`src/rtl/bcc_pkg.sv`:
```
package bcc_pkg;

  localparam int COUNT_WIDTH_DEF = 16;
  localparam int CFG_W = 16;
  localparam int TICKS_W = 16;
  localparam int EV_W = 3;

  localparam logic [CFG_W-1:0] CLICK_WINDOW_RST = CFG_W'(25);
  localparam logic [CFG_W-1:0] LONG_LIMIT_RST = CFG_W'(200);

  typedef enum logic [EV_W-1:0] {
    EV_NONE        = 3'd0,
    EV_SINGLE      = 3'd1,
    EV_DOUBLE      = 3'd2,
    EV_LONG        = 3'd3,
    EV_PRESS_START = 3'd4
  } event_t;

  typedef enum logic {
    CFG_CLICK_WINDOW = 1'b0,
    CFG_LONG_LIMIT   = 1'b1
  } cfg_index_t;

  typedef struct packed {
    logic [CFG_W-1:0] click_window;
    logic [CFG_W-1:0] long_limit;
  } cfg_t;

endpackage

```
`src/rtl/bcc_cfg.sv`:
```
module bcc_cfg (
  input  logic                      clk,
  input  logic                      rst,
  input  logic                      cfg_we,
  input  logic                      cfg_index,
  input  logic [bcc_pkg::CFG_W-1:0] cfg_data,
  output bcc_pkg::cfg_t             cfg
);

  always_ff @(posedge clk) begin
    if (rst) begin
      cfg.click_window <= bcc_pkg::CLICK_WINDOW_RST;
      cfg.long_limit   <= bcc_pkg::LONG_LIMIT_RST;
    end else if (cfg_we) begin
      unique case (bcc_pkg::cfg_index_t'(cfg_index))
        bcc_pkg::CFG_CLICK_WINDOW: cfg.click_window <= cfg_data;
        bcc_pkg::CFG_LONG_LIMIT:   cfg.long_limit   <= cfg_data;
      endcase
    end
  end

endmodule

```
`src/rtl/bcc_step.sv`:
```
module bcc_step #(
  parameter int COUNT_WIDTH = bcc_pkg::COUNT_WIDTH_DEF
) (
  input  logic                        pressed,
  input  bcc_pkg::cfg_t               cfg,
  input  logic                        press_seen,
  input  logic                        press_counted,
  input  logic [1:0]                  click_tally,
  input  logic [COUNT_WIDTH-1:0]      window_ticks,
  input  logic [COUNT_WIDTH-1:0]      held_ticks,
  input  logic [COUNT_WIDTH-1:0]      long_run_ticks,
  input  logic                        long_fired,
  input  logic [COUNT_WIDTH-1:0]      press_total,
  output logic                        press_seen_next,
  output logic                        press_counted_next,
  output logic [1:0]                  click_tally_next,
  output logic [COUNT_WIDTH-1:0]      window_ticks_next,
  output logic [COUNT_WIDTH-1:0]      held_ticks_next,
  output logic [COUNT_WIDTH-1:0]      long_run_ticks_next,
  output logic                        long_fired_next,
  output logic [COUNT_WIDTH-1:0]      press_total_next,
  output bcc_pkg::event_t             event_code,
  output logic [bcc_pkg::TICKS_W-1:0] press_ticks
);

  localparam int CMPW = (COUNT_WIDTH > bcc_pkg::CFG_W) ? COUNT_WIDTH : bcc_pkg::CFG_W;
  localparam int PTW = (CMPW > bcc_pkg::TICKS_W) ? CMPW : bcc_pkg::TICKS_W;
  localparam logic [COUNT_WIDTH-1:0] CNT_MAX = '1;

  function automatic logic [COUNT_WIDTH-1:0] sat_inc(input logic [COUNT_WIDTH-1:0] v);
    return (v == CNT_MAX) ? v : v + COUNT_WIDTH'(1);
  endfunction

  logic [CMPW-1:0] cw;
  logic [CMPW-1:0] ll;
  logic [PTW-1:0]  pt_ext;
  logic            click_done;

  assign cw = CMPW'(cfg.click_window);
  assign ll = CMPW'(cfg.long_limit);

  always_comb begin
    press_seen_next     = press_seen | pressed;
    press_counted_next  = press_counted;
    click_tally_next    = click_tally;
    window_ticks_next   = window_ticks;
    held_ticks_next     = pressed ? sat_inc(held_ticks) : '0;
    long_run_ticks_next = long_run_ticks;
    long_fired_next     = long_fired;
    press_total_next    = press_total;
    event_code          = bcc_pkg::EV_NONE;
    click_done          = 1'b0;

    // click stage
    if (!press_counted) begin
      if (press_seen_next) begin
        if (click_tally != 2'd3) click_tally_next = click_tally + 2'd1;
        press_counted_next = 1'b1;
      end
      if (click_tally_next == 2'd2) begin
        click_tally_next  = 2'd0;
        window_ticks_next = '0;
        event_code        = bcc_pkg::EV_DOUBLE;
        click_done        = 1'b1;
      end
    end
    if (!click_done) begin
      if (!pressed) begin
        press_seen_next    = 1'b0;
        press_counted_next = 1'b0;
      end
      if (click_tally_next == 2'd1) begin
        window_ticks_next = sat_inc(window_ticks);
        if (CMPW'(window_ticks_next) > cw && CMPW'(held_ticks_next) < cw) begin
          click_tally_next  = 2'd0;
          window_ticks_next = '0;
          event_code        = bcc_pkg::EV_SINGLE;
          click_done        = 1'b1;
        end else if (CMPW'(held_ticks_next) > cw) begin
          click_tally_next  = 2'd0;
          window_ticks_next = '0;
        end
      end
    end

    // long-press stage, only when no click was reported
    if (!click_done) begin
      if (!long_fired && pressed) begin
        press_total_next    = sat_inc(press_total);
        long_run_ticks_next = sat_inc(long_run_ticks);
      end else begin
        long_run_ticks_next = '0;
      end
      if (CMPW'(long_run_ticks_next) > ll) begin
        long_fired_next     = 1'b1;
        long_run_ticks_next = '0;
        event_code          = bcc_pkg::EV_LONG;
      end else if (long_run_ticks_next == COUNT_WIDTH'(1)) begin
        press_total_next = '0;
        event_code       = bcc_pkg::EV_PRESS_START;
      end else begin
        long_fired_next = 1'b0;
      end
    end
  end

  assign pt_ext      = PTW'(press_total_next);
  assign press_ticks = pt_ext[bcc_pkg::TICKS_W-1:0];

endmodule

```
`src/rtl/button_click_classifier_core.sv`:
```
// channel | direction | handshake           | payload
// --------+-----------+---------------------+------------------------
// in      | input     | in_valid / in_ready | key_level
// out     | output    | out_valid/out_ready | event_code, press_ticks
// cfg     | input     | cfg_we (no wait)    | cfg_index, cfg_data
//
// One item per cycle while the output is not stalled: the tick is classified in one pass from the state
// registers and lands in the result register on the accepting edge.
// The result is registered; in_ready is low while the result register is full
// and out_ready is low, so a stall costs no item.
// Synchronous reset clears all state and the result valid; config returns
// to click_window 25, long_limit 200.
module button_click_classifier_core #(
  parameter int COUNT_WIDTH = bcc_pkg::COUNT_WIDTH_DEF
) (
  input  logic                        clk,
  input  logic                        rst,
  input  logic                        in_valid,
  output logic                        in_ready,
  input  logic                        key_level,
  output logic                        out_valid,
  input  logic                        out_ready,
  output logic [bcc_pkg::EV_W-1:0]    event_code,
  output logic [bcc_pkg::TICKS_W-1:0] press_ticks,
  input  logic                        cfg_we,
  input  logic                        cfg_index,
  input  logic [bcc_pkg::CFG_W-1:0]   cfg_data
);

  bcc_pkg::cfg_t cfg;

  logic                   press_seen, press_seen_next;
  logic                   press_counted, press_counted_next;
  logic [1:0]             click_tally, click_tally_next;
  logic [COUNT_WIDTH-1:0] window_ticks, window_ticks_next;
  logic [COUNT_WIDTH-1:0] held_ticks, held_ticks_next;
  logic [COUNT_WIDTH-1:0] long_run_ticks, long_run_ticks_next;
  logic                   long_fired, long_fired_next;
  logic [COUNT_WIDTH-1:0] press_total, press_total_next;

  bcc_pkg::event_t             ev_next;
  logic [bcc_pkg::TICKS_W-1:0] ticks_next;
  logic                        accept;

  bcc_cfg u_cfg (
    .clk       (clk),
    .rst       (rst),
    .cfg_we    (cfg_we),
    .cfg_index (cfg_index),
    .cfg_data  (cfg_data),
    .cfg       (cfg)
  );

  bcc_step #(
    .COUNT_WIDTH (COUNT_WIDTH)
  ) u_step (
    .pressed             (~key_level),
    .cfg                 (cfg),
    .press_seen          (press_seen),
    .press_counted       (press_counted),
    .click_tally         (click_tally),
    .window_ticks        (window_ticks),
    .held_ticks          (held_ticks),
    .long_run_ticks      (long_run_ticks),
    .long_fired          (long_fired),
    .press_total         (press_total),
    .press_seen_next     (press_seen_next),
    .press_counted_next  (press_counted_next),
    .click_tally_next    (click_tally_next),
    .window_ticks_next   (window_ticks_next),
    .held_ticks_next     (held_ticks_next),
    .long_run_ticks_next (long_run_ticks_next),
    .long_fired_next     (long_fired_next),
    .press_total_next    (press_total_next),
    .event_code          (ev_next),
    .press_ticks         (ticks_next)
  );

  assign in_ready = !out_valid || out_ready;
  assign accept   = in_valid && in_ready;

  always_ff @(posedge clk) begin
    if (rst) begin
      press_seen     <= 1'b0;
      press_counted  <= 1'b0;
      click_tally    <= 2'd0;
      window_ticks   <= '0;
      held_ticks     <= '0;
      long_run_ticks <= '0;
      long_fired     <= 1'b0;
      press_total    <= '0;
      out_valid      <= 1'b0;
    end else if (accept) begin
      press_seen     <= press_seen_next;
      press_counted  <= press_counted_next;
      click_tally    <= click_tally_next;
      window_ticks   <= window_ticks_next;
      held_ticks     <= held_ticks_next;
      long_run_ticks <= long_run_ticks_next;
      long_fired     <= long_fired_next;
      press_total    <= press_total_next;
      out_valid      <= 1'b1;
    end else if (out_ready) begin
      out_valid <= 1'b0;
    end
  end

  // result payload, no reset
  always_ff @(posedge clk) begin
    if (accept) begin
      event_code  <= ev_next;
      press_ticks <= ticks_next;
    end
  end

endmodule
```
`config.mk`:
```
export PLATFORM = sky130hd
export DESIGN_NAME = button_click_classifier_core
export DESIGN_NICKNAME = d
export VERILOG_FILES = /design/src/rtl/bcc_pkg.sv /design/src/rtl/bcc_cfg.sv /design/src/rtl/bcc_step.sv /design/src/rtl/button_click_classifier_core.sv
export SDC_FILE = /design/constraint.sdc
export NUM_CORES = 1
export LEC_CHECK = 0
export ABC_AREA = 1
export BUFFER_PORTS_ARGS = -buffer_cell sky130_fd_sc_hd__buf_2
export CAP_MARGIN = 20
export CORE_MARGIN = 1.5
export CORE_UTILIZATION = 60
export DETAILED_ROUTE_END_ITERATION = 10
export PLACE_DENSITY = 0.78
export SLEW_MARGIN = 20
export SYNTH_ARGS = -nofsm -noshare
export SYNTH_HDL_FRONTEND = slang
export SYNTH_SLANG_ARGS = --single-unit
```
`constraint.sdc`:
```
create_clock -name clk -period 8.48 [get_ports clk]
set_input_delay 2.544 -clock clk [delete_from_list [all_inputs] [get_ports clk]]
set_output_delay 2.544 -clock clk [all_outputs]
set_load 0.01 [all_outputs]
```
==> results of run 1 <==
## how the worst min path moves through the flow
stage                        startpoint             to  cells after the start
after floorplan           u_cfg.cfg[10]  u_cfg.cfg[10]                      2
after global placement    u_cfg.cfg[10]  u_cfg.cfg[10]                      2
after detailed placement  u_cfg.cfg[11]  u_cfg.cfg[11]                      2
after CTS                 u_cfg.cfg[11]  u_cfg.cfg[11]                      2
after global routing         press_seen     press_seen                      2
final                     u_cfg.cfg[11]  u_cfg.cfg[11]                      2
## layout make-up
class	count	area, um2
multi-input cells	867	4800
repair buffers	46	238
clock inverters	7	92.6
well taps	176	220
clock buffers	25	495
inverters	188	707
fillers	1162	4240
flip-flops and latches	121	2610
## state kept, by name, indices dropped and copies added (netlist names), 2 cells and up
register,flops
click_tally,2
event_code,3
held_ticks,16
long_run_ticks,16
press_ticks,16
press_total,16
u_cfg.cfg,32
window_ticks,16
## placed cells by master (no fill, tap or decap), drive strengths merged, types with 29 or more instances in the layout
cell	count
a21oi	119
buf	46
dfxtp	102
ha	52
inv	185
nand2	286
nand3	121
nand4	29
nor2	100
o21ai	87
## critical path, delay by kind of cell
family	cells	cell delay, ns
compound gates	3	0.50
fa+ha+maj	1	0.29
simple gates	11	2.01
buf+inv	4	0.63
## per-layer routing
metal	vias up	global-route usage	wire length, um
li1	4058	-	-
met3	27	0.0538	1030
met1	3585	0.362	8920
met5	-	0	0
met2	212	0.475	9230
met4	0	0.0985	349
## synthesized netlist by cell type, drive strengths merged
cell type	n
nand2	286
inv	186
nand3	121
a21oi	119
dfxtp	102
nor2	100
o21ai	87
ha	52
nand4	29
clkbuf	26
nor3	21
buf	19
edfxtp	19
xor2	11
o211ai	9
nor4	6
a211oi	3
a21o	3
xnor2	3
and3	2
clkinv	2
nand3b	2
o21a	2
o21bai	2
o31ai	2
or2	2
a21boi	1
a22oi	1
a31oi	1
o2111ai	1
o22a	1
## power by group through the flow
stage	Clock [mW]	Combinational, mW	Sequential, mW
floorplan	0	0.168	0.649
global placement	0	0.215	0.648
detailed placement	0	0.218	0.649
CTS	0.724	0.221	0.637
global route	0.751	0.250	0.641
finish	0.718	0.221	0.638
## kinds of logic after synthesis
| logic type | Yosys count | share of synthesized area |
|---|---|---|
| flops | 121 | 0.314 |
| compound gates | 232 | 0.152 |
| buf+inv | 233 | 0.110 |
| xor+xnor | 14 | 0.0147 |
| simple gates | 569 | 0.331 |
| fa+ha+maj | 52 | 0.0781 |
==> qor.yml, run 1 <==
clock_network:
  h-tree-depth: 4
  postCtsHoldBufs: 0
  tritoncts: "yes"
  cts.sinks: 121
  clock_path_buffers: 2
  clk_pin_slew_ns: 0.05
  ctsResizeCount: 0
  post_cts.repair.setup_buffers: 0
  cts_root_buffer: "clkbuf_16"
  worstSkewPairLatency_ns: 0.42
  cts_buffers: 17
routing:
  wire_per_inst_um: 13.7
  first_pass_iters: 5
  drc: 0
  ant_nets: 0
  dr_total_vias: 7882
  initialDrtViolationCount: 806
  viasPerCell: 5.51
  wl_um: 19500
critical_path:
  worstSetupEndpointType: "flop"
  crit_fanout: 25
  arrival_ns: 6.03
  slowest_stage: "nand4_2"
  rr_endpoint: "press_total[10]"
  critical_path_class: "input port to flop"
  rrSetupSlack_ns: 3.82
  path_common_cell: "nand2_1"
  cp-start-kind: "input port"
  slowest_delay_ns: 0.57
  r2r_cells: 24
  worstPathRequired_ns: 8.82
  critPathLaunch: "key_level"
  crit_chain: "buf_2 > inv_1 > nand2_1 > o21bai_1 > inv_1 > ha_1 > nand2_1 > inv_1 > nand2_1 > nand2_1 > nand2_1 > nand2_1 > a21oi_1 > nand4_2 > nand2_1 > nor2_2 > nand2_4 > nand3_1 > a21oi_1"
  cp-endpoint: "press_total[10]"
  worstReg2RegStart: "held_ticks[1]"
placement:
  port_buffers: 43
  place_ws_ns: 2.44
  gp_congestion: 0.927
  dpl.hpwl_um: 14000
  dp.cells: 1398
  placed_cell_area_um2: 8570
power:
  swShare: 0.272
  seq_power_share: 0.405
  switchingPower_mw: 0.428
  power_frac_clock: 0.455
  p_leak_nw: 4.33
  internal_power_mw: 1.15
  power-per-cell-area_nw_per_um2: 172
  ir_drop_mv: 0.197
  p_total_mw: 1.58
  p_comb_frac: 0.140
layout:
  fin_area_um2: 9160
  fin_util: 0.684
  fin_cells: 1430
  diodes: 0
  drive_gt1_frac: 0.132
  area_delta_synth_final_pct: 10.0
  layout.nets: 1316
timing:
  setup_slack_ns: 2.80
  rsz0062_at_grt: "no"
  skew_ns: 0.0111
  timing.final.crit_share: 0.670
  fmax_mhz: 176
  timing.hold.ws_ns: 0.461
  finalSetupViolCount: 0
  maxSlewHeadroom: 0.387
  setup_tns_ns: 0
  hold_viol_final: 0
  slew_viol_final: 0
  worst_slew_pin_slew_ns: 0.919
  period_needed_ns: 5.68
floorplanning:
  coreArea_um2: 13400
  chipHeight_um: 121
  rows: 42
  start_util: 0.621
  io_pins: 44
  die_area_um2: 14600
  dieWidth_um: 121
global_route:
  grt_max_degree: 59
  grtUsageTotal: 0.282
  antenna_found_initial: 0
  grt_pass1_vias: 7134
  overflow: 0
  grt_pass1_wl_um: 33100
logic_synthesis:
  synth_top_area_share: 0.245
  synth_top_area_cell: "dfxtp_1"
  synth_area_um2: 8330
  synth_cells: 1221
  ys_ff_latch: 121
  synth_cell_types: 50
  synth_area_leaders: "dfxtp_1 25%, nand2_1 12%, ha_1 7.8%"
  synth-seq-area-share: 0.314
  syn-mean-instance-area_um2: 6.82
  yosys_warnings: 0
  synth.net_count: 1296
min_path:
  hold_path.class: "flop to flop"
run_status:
  outcome: "finished clean"
flow_run:
  cap_viol_max_count: 0
No activity file was read; power rests on OpenSTA's default activity.
==> run 2: changes to the inputs <==
--- a/config.mk
+++ b/config.mk
@@ -9,9 +9,9 @@
 export BUFFER_PORTS_ARGS = -buffer_cell sky130_fd_sc_hd__buf_2
 export CAP_MARGIN = 20
 export CORE_MARGIN = 1.5
-export CORE_UTILIZATION = 60
+export CORE_UTILIZATION = 56
 export DETAILED_ROUTE_END_ITERATION = 10
-export PLACE_DENSITY = 0.78
+export PLACE_DENSITY = 0.77
 export SLEW_MARGIN = 20
 export SYNTH_ARGS = -nofsm -noshare
 export SYNTH_HDL_FRONTEND = slang
==> constraint.sdc (replaced) <==
create_clock -name clk -period 5 [get_ports clk]
set_input_delay 1.5 -clock clk [delete_from_list [all_inputs] [get_ports clk]]
set_output_delay 1.5 -clock clk [all_outputs]
set_load 0.01 [all_outputs]
==> run 2 against run 1 <==
Clock skew fell by 0.0014 ns. Die area rose by 7.0%. Worst setup slack got worse by 1.9 ns. Count of clock-buffer cells in the layout fell by 4. Via count barely moved. Register-to-register slack got worse by 2.9 ns. Worst hold slack improved by 0.0014 ns. Total power rose by 66%. Global-route usage fell by 2.1 points. Non-clock buffer count rose by 6. Sequential power rose by 69%. Critical endpoint is now press_ticks[10].
==> qor.yml, run 2 (same netlist as run 1, synthesis figures left out) <==
timing:
  setup_tns_ns: 0  # unchanged
  timing.hold.ws_ns: 0.462  # +0.00141 ns
  finalSetupViolCount: 0  # unchanged
  worst_slew_pin_slew_ns: 0.931  # +0.0116 ns
  setup_slack_ns: 0.900  # -1.90 ns
  rsz0062_at_grt: "no"
  fmax_mhz: 244
  maxSlewHeadroom: 0.379  # -0.00773
  skew_ns: 0.00969  # -0.00142 ns
  hold_viol_final: 0  # unchanged
  slew_viol_final: 0  # unchanged
  period_needed_ns: 4.10
  timing.final.crit_share: 0.820
clock_network:
  clock_path_buffers: 2  # unchanged
  clk_pin_slew_ns: 0.05  # about the same
  postCtsHoldBufs: 0  # unchanged
  ctsResizeCount: 0  # unchanged
  post_cts.repair.setup_buffers: 0  # unchanged
  h-tree-depth: 4  # unchanged
  cts_root_buffer: "clkbuf_16"
  worstSkewPairLatency_ns: 0.42  # about the same
  cts_buffers: 17  # unchanged
  tritoncts: "yes"
  cts.sinks: 121  # unchanged
floorplanning:
  io_pins: 44  # unchanged
  rows: 44  # +4.8%
  dieWidth_um: 125  # +3.4%
  chipHeight_um: 125  # +3.4%
  die_area_um2: 15600  # +7.0%
  coreArea_um2: 14500  # +8.5%
  start_util: 0.573  # -0.0485
routing:
  first_pass_iters: 6  # +1
  wl_um: 19700  # +0.78%
  viasPerCell: 5.46  # -0.96%
  wire_per_inst_um: 13.6  # -0.12%
  drc: 0  # unchanged
  ant_nets: 0  # unchanged
  initialDrtViolationCount: 661  # -18%
  dr_total_vias: 7877  # -0.063%
layout:
  final_common_cell: "nand2_1"
  area_delta_synth_final_pct: 10.1
  layout.nets: 1322  # +0.46%
  layout_common_cells: "271 x nand2_1, 162 x inv_1, 110 x a21oi_1, 107 x nand3_1, 102 x dfxtp_1"
  diodes: 0  # unchanged
  drive_gt1_frac: 0.135  # +0.00265
  largest_reg_flops: 32  # unchanged
  top_register: "u_cfg.cfg"
global_route:
  grt_max_degree: 59  # unchanged
  antenna_found_initial: 0  # unchanged
  grt_pass1_vias: 7198  # +0.90%
  grt_pass1_wl_um: 33900  # +2.4%
  overflow: 0  # unchanged
  grtUsageTotal: 0.261  # -0.0212
critical_path:
  critPathLaunch: "key_level"
  worstReg2RegStart: "held_ticks[0]"
  worstPathRequired_ns: 5.17  # -3.65 ns
  crit_fanout: 25  # unchanged
  rr_endpoint: "press_total[10]"
  r2r_cells: 24  # unchanged
  worstSetupEndpointType: "flop"
  arrival_ns: 4.27  # -1.76 ns
  rrSetupSlack_ns: 0.92  # -2.90 ns
  cp-start-kind: "input port"
  cp-endpoint: "press_ticks[10]"
  critical_path_class: "input port to flop"
power:
  p_leak_nw: 4.33  # about the same
  ir_drop_mv: 0.243  # +23%
  power-per-cell-area_nw_per_um2: 286  # +66%
run_status:
  outcome: "finished clean"
placement:
  place_ws_ns: 0.525  # -1.92 ns
  dpl.hpwl_um: 14400  # +2.9%
  port_buffers: 43  # unchanged
  gp_congestion: 0.916  # -1.1%
flow_run:
  cap_viol_max_count: 0  # unchanged
min_path:
  hold_path.class: "flop to flop"
-- run 2: area by class of cell --
type | instances | area (um2)
multi-input combinational | 867 | 4800
clock inverter | 10 | 104
tap | 184 | 230
sequential | 121 | 2610
timing repair buffer | 52 | 283
fill | 1317 | 5360
inverter | 188 | 707
clock buffer | 21 | 440
-- run 2: critical path: stages --
cell and delay, ns:
buf_2 0.19, nor2_4 0.45, nand3_1 0.22, inv_1 0.15, ha_1 0.25, nand2_1 0.08, nand2_1 0.05, nand2_1 0.05
nand2_1 0.06, nand2_1 0.06, nand2_1 0.05, nand2_1 0.06, nand2_1 0.04, nand2_1 0.33, inv_1 0.10, nor2_2 0.17
nand2_4 0.21, nand3_1 0.18, inv_1 0.05
-- run 2: metal layers --
layer / share of wire / GRT usage / wire length [um] / vias to the layer above
met1: 0.47 / 0.345 / 9220 / 3545
met2: 0.46 / 0.433 / 9150 / 215
met4: 0.022 / 0.0956 / 429 / 0
li1: - / - / - / 4080
met5: 0 / 0 / 0 / -
met3: 0.045 / 0.0432 / 892 / 37
-- run 2: report_power, final --
part / switching [mW] / total (mW) / internal, mW
clock: 0.442 / 1.16 / 0.723
sequential: 0.0352 / 1.08 / 1.05
combinational: 0.259 / 0.380 / 0.121
-- run 2: stage by stage --
stage	cell area, um2	util	total power [mW]	cells
floorplan	8330	-	1.39	1221
global placement	8630	0.594	1.47	1412
detailed placement	8630	0.594	1.48	1412
CTS	9170	0.631	2.64	1443
global route	9170	0.631	2.73	1443
finish	9170	0.631	2.63	1443
-- run 2: worst min path at each step --
stage                        from             to  slack, ns  depth (start not counted)
finish                 press_seen     press_seen       0.46                          2
global placement       press_seen     press_seen       0.45                          2
floorplan           u_cfg.cfg[10]  u_cfg.cfg[10]       0.44                          2
detailed placement     press_seen     press_seen       0.46                          2
global route           press_seen     press_seen       0.48                          2
CTS                    press_seen     press_seen       0.46                          2
